===== config.mk =====
export PLATFORM = sky130hd
export DESIGN_NAME = ntc_raw_to_temperature
export DESIGN_NICKNAME = d
export VERILOG_FILES = /design/src/hdl/ntc_pkg.sv /design/src/hdl/ntc_raw_to_temperature.sv /design/src/hdl/ntc_seg_find.sv /design/src/hdl/ntc_interp.sv
export SDC_FILE = /design/constraint.sdc
export NUM_CORES = 1
export LEC_CHECK = 0
export BUFFER_PORTS_ARGS = -buffer_cell sky130_fd_sc_hd__buf_4
export CAP_MARGIN = 20
export CELL_PAD_IN_SITES_DETAIL_PLACEMENT = 1
export CELL_PAD_IN_SITES_GLOBAL_PLACEMENT = 1
export CORE_ASPECT_RATIO = 1.5
export CORE_UTILIZATION = 36
export CTS_CLUSTER_DIAMETER = 120
export DETAILED_ROUTE_END_ITERATION = 16
export PLACE_DENSITY_LB_ADDON = 0.1
export REMOVE_ABC_BUFFERS = 1
export SLEW_MARGIN = 25
export SYNTH_ARGS = -nofsm -noshare
export SYNTH_HDL_FRONTEND = slang
export SYNTH_SLANG_ARGS = --single-unit

===== constraint.sdc =====
create_clock -name aclk -period 21.7 [get_ports aclk]
set_input_delay 2.17 -clock aclk [delete_from_list [all_inputs] [get_ports aclk]]
set_output_delay 2.17 -clock aclk [all_outputs]
set_load 0.1 [all_outputs]

===== src/hdl/ntc_pkg.sv =====
`timescale 1ns / 1ps

package ntc_pkg;

    localparam int ADC_BITS     = 12;
    localparam int TABLE_POINTS = 34;
    localparam int NUM_SEGS     = TABLE_POINTS - 1;

    localparam int TEMP_W       = 18;
    localparam int OFF_W        = 8;
    localparam int RECIP_SHIFT  = 8;
    localparam int RECIP_W      = 16;
    localparam int QUOT_W       = 13;
    localparam int NUM_W        = 20;
    localparam int PROD_W       = OFF_W + RECIP_W;

    localparam int STEP_MILLI_C = 5000;
    localparam int TEMP_BASE    = -40000;
    localparam int TEMP_MAX     = 125000;
    localparam int RECIP_NUM    = STEP_MILLI_C << RECIP_SHIFT;

    // divider codes, cold end first, falling with temperature
    localparam logic [ADC_BITS-1:0] NTC_CODE [TABLE_POINTS] = '{
        12'd3928, 12'd3872, 12'd3802, 12'd3716, 12'd3613, 12'd3492, 12'd3353, 12'd3196,
        12'd3024, 12'd2839, 12'd2644, 12'd2445, 12'd2245, 12'd2048, 12'd1857, 12'd1675,
        12'd1505, 12'd1347, 12'd1203, 12'd1072, 12'd954,  12'd849,  12'd755,  12'd672,
        12'd598,  12'd533,  12'd476,  12'd425,  12'd380,  12'd341,  12'd306,  12'd276,
        12'd249,  12'd224
    };

    // floor(5000 * 256 / span) for each segment
    localparam logic [RECIP_W-1:0] SEG_RECIP [NUM_SEGS] = '{
        RECIP_W'(RECIP_NUM / 56),  RECIP_W'(RECIP_NUM / 70),  RECIP_W'(RECIP_NUM / 86),
        RECIP_W'(RECIP_NUM / 103), RECIP_W'(RECIP_NUM / 121), RECIP_W'(RECIP_NUM / 139),
        RECIP_W'(RECIP_NUM / 157), RECIP_W'(RECIP_NUM / 172), RECIP_W'(RECIP_NUM / 185),
        RECIP_W'(RECIP_NUM / 195), RECIP_W'(RECIP_NUM / 199), RECIP_W'(RECIP_NUM / 200),
        RECIP_W'(RECIP_NUM / 197), RECIP_W'(RECIP_NUM / 191), RECIP_W'(RECIP_NUM / 182),
        RECIP_W'(RECIP_NUM / 170), RECIP_W'(RECIP_NUM / 158), RECIP_W'(RECIP_NUM / 144),
        RECIP_W'(RECIP_NUM / 131), RECIP_W'(RECIP_NUM / 118), RECIP_W'(RECIP_NUM / 105),
        RECIP_W'(RECIP_NUM / 94),  RECIP_W'(RECIP_NUM / 83),  RECIP_W'(RECIP_NUM / 74),
        RECIP_W'(RECIP_NUM / 65),  RECIP_W'(RECIP_NUM / 57),  RECIP_W'(RECIP_NUM / 51),
        RECIP_W'(RECIP_NUM / 45),  RECIP_W'(RECIP_NUM / 39),  RECIP_W'(RECIP_NUM / 35),
        RECIP_W'(RECIP_NUM / 30),  RECIP_W'(RECIP_NUM / 27),  RECIP_W'(RECIP_NUM / 25)
    };

    typedef struct packed {
        logic                     in_range;
        logic signed [TEMP_W-1:0] t_hi;
        logic [OFF_W-1:0]         offset;
        logic [OFF_W-1:0]         span;
        logic [RECIP_W-1:0]       recip;
    } seg_t;

endpackage


===== src/hdl/ntc_raw_to_temperature.sv =====
`timescale 1ns / 1ps

// Converts one 12-bit NTC divider ADC code per item to millidegrees Celsius by
// linear interpolation over a 34-point table (-40 C to 125 C in 5 C steps).
// Codes above 3928 or below 224 give m_valid_res low and a temperature of 0.
// The converter is a five-stage pipeline: table compare, segment select, reciprocal
// multiply, quotient correction and final add. It takes one item every cycle
// while m_ready stays high; the per-segment divide is a reciprocal multiply with
// a single correction step. Stages hold independently under back-pressure, so
// bubbles in the pipeline fill while a finished item waits on the output.
module ntc_raw_to_temperature (
    input  logic                              aclk,
    input  logic                              aresetn,
    input  logic                              s_valid,
    output logic                              s_ready,
    input  logic [ntc_pkg::ADC_BITS-1:0]      s_raw_sample,
    output logic                              m_valid,
    input  logic                              m_ready,
    output logic signed [ntc_pkg::TEMP_W-1:0] m_temperature_milli_c,
    output logic                              m_valid_res
);
    import ntc_pkg::*;

    logic seg_valid;
    logic seg_ready;
    seg_t seg;

    ntc_seg_find u_seg_find (
        .aclk         (aclk),
        .aresetn      (aresetn),
        .s_valid      (s_valid),
        .s_ready      (s_ready),
        .s_raw_sample (s_raw_sample),
        .seg_valid    (seg_valid),
        .seg_ready    (seg_ready),
        .seg          (seg)
    );

    ntc_interp u_interp (
        .aclk                  (aclk),
        .aresetn               (aresetn),
        .seg_valid             (seg_valid),
        .seg_ready             (seg_ready),
        .seg                   (seg),
        .m_valid               (m_valid),
        .m_ready               (m_ready),
        .m_temperature_milli_c (m_temperature_milli_c),
        .m_valid_res           (m_valid_res)
    );

endmodule


===== src/hdl/ntc_seg_find.sv =====
`timescale 1ns / 1ps

module ntc_seg_find (
    input  logic                         aclk,
    input  logic                         aresetn,
    input  logic                         s_valid,
    output logic                         s_ready,
    input  logic [ntc_pkg::ADC_BITS-1:0] s_raw_sample,
    output logic                         seg_valid,
    input  logic                         seg_ready,
    output ntc_pkg::seg_t                seg
);
    import ntc_pkg::*;

    // stage 1: compares against every table point
    logic                v1_reg, v1_next;
    logic [ADC_BITS-1:0] code1_reg;
    logic [NUM_SEGS-1:0] below1_reg, below1_next;
    logic                range1_reg, range1_next;

    // stage 2: segment selected, table values fetched
    logic                v2_reg, v2_next;
    seg_t                seg2_reg, seg2_next;

    logic                ready1, ready2;
    logic [NUM_SEGS-1:0] first;
    logic [ADC_BITS-1:0] hi_sel;
    logic [OFF_W-1:0]    span_sel;
    logic [RECIP_W-1:0]  recip_sel;
    logic [TEMP_W-1:0]   thi_sel;

    assign ready2  = !v2_reg || seg_ready;
    assign ready1  = !v1_reg || ready2;
    assign s_ready = ready1;

    always_comb begin
        for (int i = 0; i < NUM_SEGS; i++) begin
            below1_next[i] = s_raw_sample < NTC_CODE[i+1];
        end
        range1_next = (s_raw_sample <= NTC_CODE[0]) &&
                      (s_raw_sample >= NTC_CODE[TABLE_POINTS-1]);
        v1_next = ready1 ? s_valid : v1_reg;
    end

    // below is a run of ones from the cold end, the segment is its first zero
    assign first = ~below1_reg & {below1_reg[NUM_SEGS-2:0], 1'b1};

    always_comb begin
        hi_sel    = '0;
        span_sel  = '0;
        recip_sel = '0;
        thi_sel   = '0;
        for (int i = 0; i < NUM_SEGS; i++) begin
            hi_sel    = hi_sel    | ({ADC_BITS{first[i]}} & NTC_CODE[i]);
            span_sel  = span_sel  | ({OFF_W{first[i]}} &
                                     OFF_W'(NTC_CODE[i] - NTC_CODE[i+1]));
            recip_sel = recip_sel | ({RECIP_W{first[i]}} & SEG_RECIP[i]);
            thi_sel   = thi_sel   | ({TEMP_W{first[i]}} &
                                     TEMP_W'(TEMP_BASE + i * STEP_MILLI_C));
        end
        seg2_next.in_range = range1_reg;
        seg2_next.t_hi     = range1_reg ? signed'(thi_sel) : '0;
        seg2_next.offset   = range1_reg ? OFF_W'(hi_sel - code1_reg) : '0;
        seg2_next.span     = span_sel;
        seg2_next.recip    = range1_reg ? recip_sel : '0;
        v2_next = ready2 ? v1_reg : v2_reg;
    end

    always_ff @(posedge aclk) begin
        if (!aresetn) begin
            v1_reg <= 1'b0;
            v2_reg <= 1'b0;
        end else begin
            v1_reg <= v1_next;
            v2_reg <= v2_next;
        end
    end

    always_ff @(posedge aclk) begin
        if (ready1 && s_valid) begin
            code1_reg  <= s_raw_sample;
            below1_reg <= below1_next;
            range1_reg <= range1_next;
        end
        if (ready2 && v1_reg) begin
            seg2_reg <= seg2_next;
        end
    end

    assign seg_valid = v2_reg;
    assign seg       = seg2_reg;

    a_range_has_seg: assert property (@(posedge aclk) disable iff (!aresetn)
        (v1_reg && range1_reg) |-> !below1_reg[NUM_SEGS-1])
        else $error("in-range code found no segment");

    a_offset_in_seg: assert property (@(posedge aclk) disable iff (!aresetn)
        (v2_reg && seg2_reg.in_range) |-> (seg2_reg.offset <= seg2_reg.span))
        else $error("offset beyond segment span");

endmodule


===== src/hdl/ntc_interp.sv =====
`timescale 1ns / 1ps

module ntc_interp (
    input  logic                              aclk,
    input  logic                              aresetn,
    input  logic                              seg_valid,
    output logic                              seg_ready,
    input  ntc_pkg::seg_t                     seg,
    output logic                              m_valid,
    input  logic                              m_ready,
    output logic signed [ntc_pkg::TEMP_W-1:0] m_temperature_milli_c,
    output logic                              m_valid_res
);
    import ntc_pkg::*;

    // stage 3: reciprocal product and numerator
    logic                     v3_reg, v3_next;
    logic                     range3_reg;
    logic signed [TEMP_W-1:0] thi3_reg;
    logic [OFF_W-1:0]         span3_reg;
    logic [QUOT_W-1:0]        qest3_reg;
    logic [NUM_W-1:0]         num3_reg;

    // stage 4: corrected quotient
    logic                     v4_reg, v4_next;
    logic                     range4_reg;
    logic signed [TEMP_W-1:0] thi4_reg;
    logic [QUOT_W-1:0]        q4_reg, q4_next;

    // stage 5: output register
    logic                     v5_reg, v5_next;
    logic signed [TEMP_W-1:0] temp5_reg, temp5_next;
    logic                     range5_reg;

    logic                     ready3, ready4, ready5;
    logic [PROD_W-1:0]        prod;
    logic [NUM_W-1:0]         num;
    logic [QUOT_W-1:0]        qp1;
    logic [NUM_W-1:0]         chk;

    assign ready5    = !v5_reg || m_ready;
    assign ready4    = !v4_reg || ready5;
    assign ready3    = !v3_reg || ready4;
    assign seg_ready = ready3;

    always_comb begin
        prod    = PROD_W'(seg.offset) * PROD_W'(seg.recip);
        num     = NUM_W'(seg.offset) * NUM_W'(STEP_MILLI_C);
        v3_next = ready3 ? seg_valid : v3_reg;
    end

    // estimate is exact or one short
    always_comb begin
        qp1     = qest3_reg + QUOT_W'(1);
        chk     = NUM_W'(qp1) * NUM_W'(span3_reg);
        q4_next = (chk <= num3_reg) ? qp1 : qest3_reg;
        v4_next = ready4 ? v3_reg : v4_reg;
    end

    always_comb begin
        temp5_next = range4_reg ? (thi4_reg + signed'(TEMP_W'(q4_reg))) : '0;
        v5_next    = ready5 ? v4_reg : v5_reg;
    end

    always_ff @(posedge aclk) begin
        if (!aresetn) begin
            v3_reg <= 1'b0;
            v4_reg <= 1'b0;
            v5_reg <= 1'b0;
        end else begin
            v3_reg <= v3_next;
            v4_reg <= v4_next;
            v5_reg <= v5_next;
        end
    end

    always_ff @(posedge aclk) begin
        if (ready3 && seg_valid) begin
            range3_reg <= seg.in_range;
            thi3_reg   <= seg.t_hi;
            span3_reg  <= seg.span;
            qest3_reg  <= prod[RECIP_SHIFT +: QUOT_W];
            num3_reg   <= num;
        end
        if (ready4 && v3_reg) begin
            range4_reg <= range3_reg;
            thi4_reg   <= thi3_reg;
            q4_reg     <= q4_next;
        end
        if (ready5 && v4_reg) begin
            range5_reg <= range4_reg;
            temp5_reg  <= temp5_next;
        end
    end

    assign m_valid               = v5_reg;
    assign m_temperature_milli_c = temp5_reg;
    assign m_valid_res           = range5_reg;

    a_quot_bound: assert property (@(posedge aclk) disable iff (!aresetn)
        (v4_reg && range4_reg) |-> (q4_reg <= QUOT_W'(STEP_MILLI_C)))
        else $error("quotient exceeds one step");

    a_invalid_zero: assert property (@(posedge aclk) disable iff (!aresetn)
        (v5_reg && !range5_reg) |-> (temp5_reg == '0))
        else $error("out-of-range item with non-zero temperature");

    a_temp_span: assert property (@(posedge aclk) disable iff (!aresetn)
        (v5_reg && range5_reg) |->
            ((temp5_reg >= TEMP_W'(TEMP_BASE)) && (temp5_reg <= TEMP_W'(TEMP_MAX))))
        else $error("temperature outside table range");

endmodule


Yosys cells after proc, flatten, opt, wreduce, memory -nomap -nowiden:

Index checks and enable logic that the tools add are counted.

* register bits: 206
* output and inout port bits: 21
* word-level logic and storage cells: 211

* add/subtract/negate cells: 3
* multiply operators: 3
* magnitude comparators: 36
* muxes and demuxes: 1
* bitwise gates (word level): 129
* reductions and logical operators: 16

Operators with widths (number)
* $or A8 B8 Y8: 29
* $or A18 B17 Y18: 11
* $or A16 B13 Y16: 11
* $lt A12 B12 Y1 const B: 13
* $or A16 B14 Y16: 9
* $or A8 B7 Y8: 16
* $or A18 B16 Y18: 7
* $or A18 B18 Y18: 7
* $or A16 B15 Y16: 5
* $or A16 B16 Y16: 5
* $lt A12 B10 Y1 const B: 6
* $lt A12 B11 Y1 const B: 6
* $lt A12 B9 Y1 const B: 6
* $or A8 B5 Y8: 8
* $or A8 B6 Y8: 7
* $or A18 B15 Y18: 3
* $or A18 B14 Y18: 2
* $and A33 B33 Y33: 1
* $not A33 Y33: 1
* $lt A12 B8 Y1 const B: 2
* $mul A8 B16 Y21: 1
* $le A20 B20 Y1: 1
* $mul A13 B8 Y20: 1
* $add A18 B13 Y18: 1
* other kinds (16): 29

Longest topological paths before layout:

* depth in word-level cells: 35
* mapped depth: 31
* gate-level depth less buffers: 29

Cells and area by module:

Synthesis repeated with hierarchy kept, for this count alone.

* cell total of the unflattened synthesis: 1800
* area, all modules: 18197.5 µm²

By module, submodules not included
* ntc_interp: times used 1, cells each 1239, area each 12821.0 µm²
* ntc_seg_find: times used 1, cells each 561, area each 5376.4 µm²

Least setup slack after synthesis:

OpenSTA, ideal clock, no wires.

* path type: register to register
* start point: register u_interp.qest3_reg[0]
* end point: register u_interp.q4_reg[1] (data pin)
* setup time: 260 ps
* arrival time: 7012 ps
* setup slack: 14428 ps
* stages on the path, launching flop included: 29
* path buffers: 1
* cell sequence: edfxtp_1 buf_4 and3_1 and3_4 and3_4 xnor2_1 nor2b_1 fa_1 fa_1 fa_1 inv_1 fa_1 inv_1 ha_1 a21o_1 a21oi_1 a21boi_2 a2111oi_0 or3_1 a21oi_1 xnor2_1 ha_1 nand4_1 nor3_1 nand4_1 o221ai_1 a311oi_1 nor2_1 mux2_2

* longest elaborated chain between the ends: 4

Ends and longest elaborated chain
* start: declaration: RTL line ntc_interp.sv:21 `logic [QUOT_W-1:0] qest3_reg;`
* start signal: assignment: RTL line ntc_interp.sv:82 `qest3_reg <= prod[RECIP_SHIFT +: QUOT_W];`
* $add A13 B1 Y13 *: RTL line ntc_interp.sv:54 `qp1 = qest3_reg + QUOT_W'(1);`
* $mul A13 B8 Y20: RTL line ntc_interp.sv:55 `chk = NUM_W'(qp1) * NUM_W'(span3_reg);`
* $le A20 B20 Y1: RTL line ntc_interp.sv:56 `q4_next = (chk <= num3_reg) ? qp1 : qest3_reg;`
* $mux W13 *: RTL line ntc_interp.sv:56
* net u_interp.q4_next[1]: RTL line ntc_interp.sv:28 `logic [QUOT_W-1:0] q4_reg, q4_next;`
* end signal: assignment: RTL line ntc_interp.sv:88 `q4_reg <= q4_next;`
* end: declaration: RTL line ntc_interp.sv:28

The timed path passes the listed nets; every way through them passes the cells marked *.
A chain may end at the register's enable or synchronous reset.

Final worst setup path:

Ends and elaborated chain as after synthesis.

==> reports/summary.log <==
INFO  power_and_ir_drop cellPowerDensity=101mW/mm²
INFO  logic_synthesis synth_top_cell_area_share=0.326
INFO  worst_setup_path startpoint_type=register
INFO  detailed_routing drtPass1Iterations=5
INFO  global_routing grt_start_max_net_pins=55
INFO  detailed_routing drt_wl_total=54,900µm
INFO  worst_setup_path path_buf_inv=3
INFO  detailed_routing vias_after_detailed_routing=12,700
INFO  logic_synthesis ys_warnings=0
INFO  worst_setup_path critPathSlowestCell=xnor2_1
INFO  worst_setup_path cp_max_fo=11
INFO  clock_tree     cts-hold-fix-buffers=0
INFO  die            fp.dieW=183µm
INFO  placement      place.port_buffers=36
INFO  global_routing grt_usage=0.229
INFO  worst_setup_path timing.critical_path.to_type=register
INFO  clock_tree     clkSlewWorstSetupHoldPaths=90ps
INFO  global_routing first_global_vias=14,200
INFO  die            design.portCount=37
INFO  final_layout   insertedDiodeCount=0
INFO  final_layout   finish.utilization=0.399
INFO  worst_setup_path crit_path_start=u_interp.qest3_reg[0]
INFO  outcome        run_status=complete, no violations
INFO  detailed_routing postRouteAntennaNets=0
INFO  power_and_ir_drop p_leak=8.13nW
INFO  logic_synthesis synth_flop_cell=edfxtp_1
INFO  sta            tightestPinTransition=1050ps
INFO  placement      place.gp.congestion=0.934
INFO  detailed_routing avgViaCountPerCell=5.18
INFO  worst_setup_path rr_endpoint=u_interp.q4_reg[1]
INFO  worst_setup_path cp_slowest_stage_delay=600ps
INFO  global_routing initial_antenna_violation_count=0
INFO  worst_setup_path timing.critical_path.max_delay_family=adder cells
INFO  clock_tree     cts.sink_count=197
INFO  clock_tree     clk-insertion-delay-late=480ps
INFO  clock_tree     post_cts_resize_count=0
INFO  worst_setup_path critical-path-top-cell-by-count=fa_1
INFO  sta            final_min_period_over_clock_period=0.391
INFO  clock_tree     cts_buffers=17
INFO  logic_synthesis syn_area_per_cell=10.0µm²
INFO  clock_tree     clock_tree.root_cell=clkbuf_16
INFO  sta            hold_violations=0
INFO  detailed_routing drtIter0Drc=563
INFO  sta            setup-violations-final=0
INFO  job            drv_cap=0
INFO  worst_setup_path worst_ep_arrival_time=8710ps
INFO  die            core=0.0486mm²
INFO  clock_tree     post-cts-setup-buffers=0
INFO  clock_tree     htree_levels=4
INFO  die            fp.dieArea=0.0500mm²
INFO  logic_synthesis synth_top_cells_by_area=edfxtp_1 33%, fa_1 18%, ha_1 10%, inv_1 5.3%, and2_1 3.7%
INFO  final_layout   final_cell_mix=249 x inv_1, 192 x edfxtp_1, 160 x fa_1
INFO  sta            grt_setup_unrepaired=no
INFO  die            initial_core_utilization=0.364
INFO  logic_synthesis synthesis.area=0.0177mm²
INFO  logic_synthesis synth_seq_area_share=0.332
INFO  global_routing grt_pass1_wl=84,200µm
INFO  worst_setup_path cp_data_required_time=21,940ps
INFO  clock_tree     max-clock-path-buffers=2
INFO  detailed_routing detail_route.wl_per_cell=22.4µm
INFO  final_layout   layout-area-overhead-vs-synth=9.53%
INFO  worst_setup_path timing.setup.critical_path_class=register to register
INFO  worst_setup_path ff2ff_setup_slack=13,220ps
INFO  sta            skew=15.0ps
INFO  global_routing globalRouteOverflowTotal=0
INFO  logic_synthesis synth_enable_flop_cells=192
INFO  logic_synthesis yosys.cell_types.count=66
INFO  worst_setup_path timing.rr.start=u_interp.qest3_reg[0]
INFO  die            floorplan.rows=99
INFO  final_layout   largest_register_ffs=48
INFO  sta            normalized_max_slew_margin=0.293
INFO  logic_synthesis share_of_synthesized_flip_flops_with_an_asynchronous_set_or_reset=0
INFO  placement      dpl.hpwl=44,400µm
INFO  sta            finalCriticalPeriod=8480ps
INFO  die            chipHeight=273µm
INFO  logic_synthesis netlist.top_cell.by_area=edfxtp_1
INFO  hold_path      min_path_cells=0
INFO  sta            report.final.slew_viol_count=0
INFO  detailed_routing route.detailed.drc=0
INFO  logic_synthesis post_synth_inst_count=1,766
INFO  final_layout   fin_nets=2,103
INFO  worst_setup_path r2r_cells=27
INFO  clock_tree     cts_tree=built
INFO  hold_path      min_delay_startpoint=u_interp.thi3_reg[4]
INFO  final_layout   final_common_cell=inv_1
INFO  sta            fmaxAchievable=118MHz
INFO  hold_path      min_delay_worst_endpoint=u_interp.thi4_reg[4]
INFO  sta            setup_total_negative_slack=0ps
INFO  final_layout   n_fill_cell=5,471
INFO  hold_path      holdCritPathClass=register to register
INFO  final_layout   drive_gt1_frac=0.0595
INFO  power_and_ir_drop ir_drop=140µV
INFO  logic_synthesis synth-seq-cells=197
-- kinds of logic after synthesis --
group	Yosys count	share of synthesized area
DFF	197	0.332
muxes	6	0.00347
xor gates and xnor gates	69	0.0346
AOI/OAI and AO/OA	233	0.0841
buffers and inverters	299	0.0639
and+or+nand+nor	660	0.200
adders and majority gates	302	0.282
-- worst max-delay path by stage --
stage / end / slack, ps / cells past startpoint
after detailed placement: u_interp.q4_reg[1] / 13210 / 27
after global routing: u_interp.q4_reg[1] / 12600 / 27
after CTS: u_interp.q4_reg[1] / 13160 / 27
after floorplan: u_interp.q4_reg[1] / 14090 / 27
final: u_interp.q4_reg[1] / 13220 / 27
after global placement: u_interp.q4_reg[1] / 13480 / 28
-- cell type report --
class	instances	area (µm²)	area share
multi-input cells	1270	10700	0.554
well taps	656	821	0.0424
inverters	250	938	0.0485
clock inverters	15	214	0.0111
flip-flops and latches	197	5870	0.303
clock buffers	17	425	0.0220
repair buffers	49	368	0.0190
-- power breakdown --
part           internal, W  switching [W]
Combinational     0.000451       0.000698
Clock             0.000163       0.000179
Sequential        0.000440      0.0000141
-- synthesized netlist by cell type, drive strengths merged, types with 3 or more instances --
cell type	n
nor4	16
a2111oi	4
o21a	14
o31ai	5
a211oi	5
a31oi	18
nand3b	3
nor3b	3
nor2	84
clkbuf	45
and3	20
edfxtp	192
mux2i	5
a21boi	6
nand2	125
nor2b	100
nand2b	58
o21ai	57
o21bai	9
nor3	41
and2	104
ha	142
fa	160
o211ai	4
and3b	3
a21oi	76
inv	250
xnor2	58
xor2	11
nand4	35
dfxtp	5
buf	4
or4	4
nand3	48
or3	7
or2	5
a21o	20
-- per-layer routing --
metal | vias to the layer above | share of wire | GRT usage
met4 | 0 | 0.051 | 0.122
met5 | - | 0 | 0
li1 | 5964 | - | -
met1 | 6446 | 0.36 | 0.226
met3 | 112 | 0.017 | 0.0245
met2 | 199 | 0.57 | 0.459
-- per-stage QoR --
| stage | hold slack (ps) | power (W) | instances | setup WS (ps) | cell area [µm²] |
|---|---|---|---|---|---|
| detailed placement | 406 | 0.00162 | 2422 | 13210 | 18700 |
| floorplan | 400 | 0.00126 | 1717 | 14090 | 17500 |
| global route | 417 | 0.00209 | 2454 | 12600 | 19400 |
| CTS | 413 | 0.00197 | 2454 | 13160 | 19400 |
| finish | 420 | 0.00195 | 2454 | 13220 | 19400 |
| global placement | 401 | 0.00159 | 2422 | 13480 | 18700 |
No activity file was read; power rests on OpenSTA's default activity.
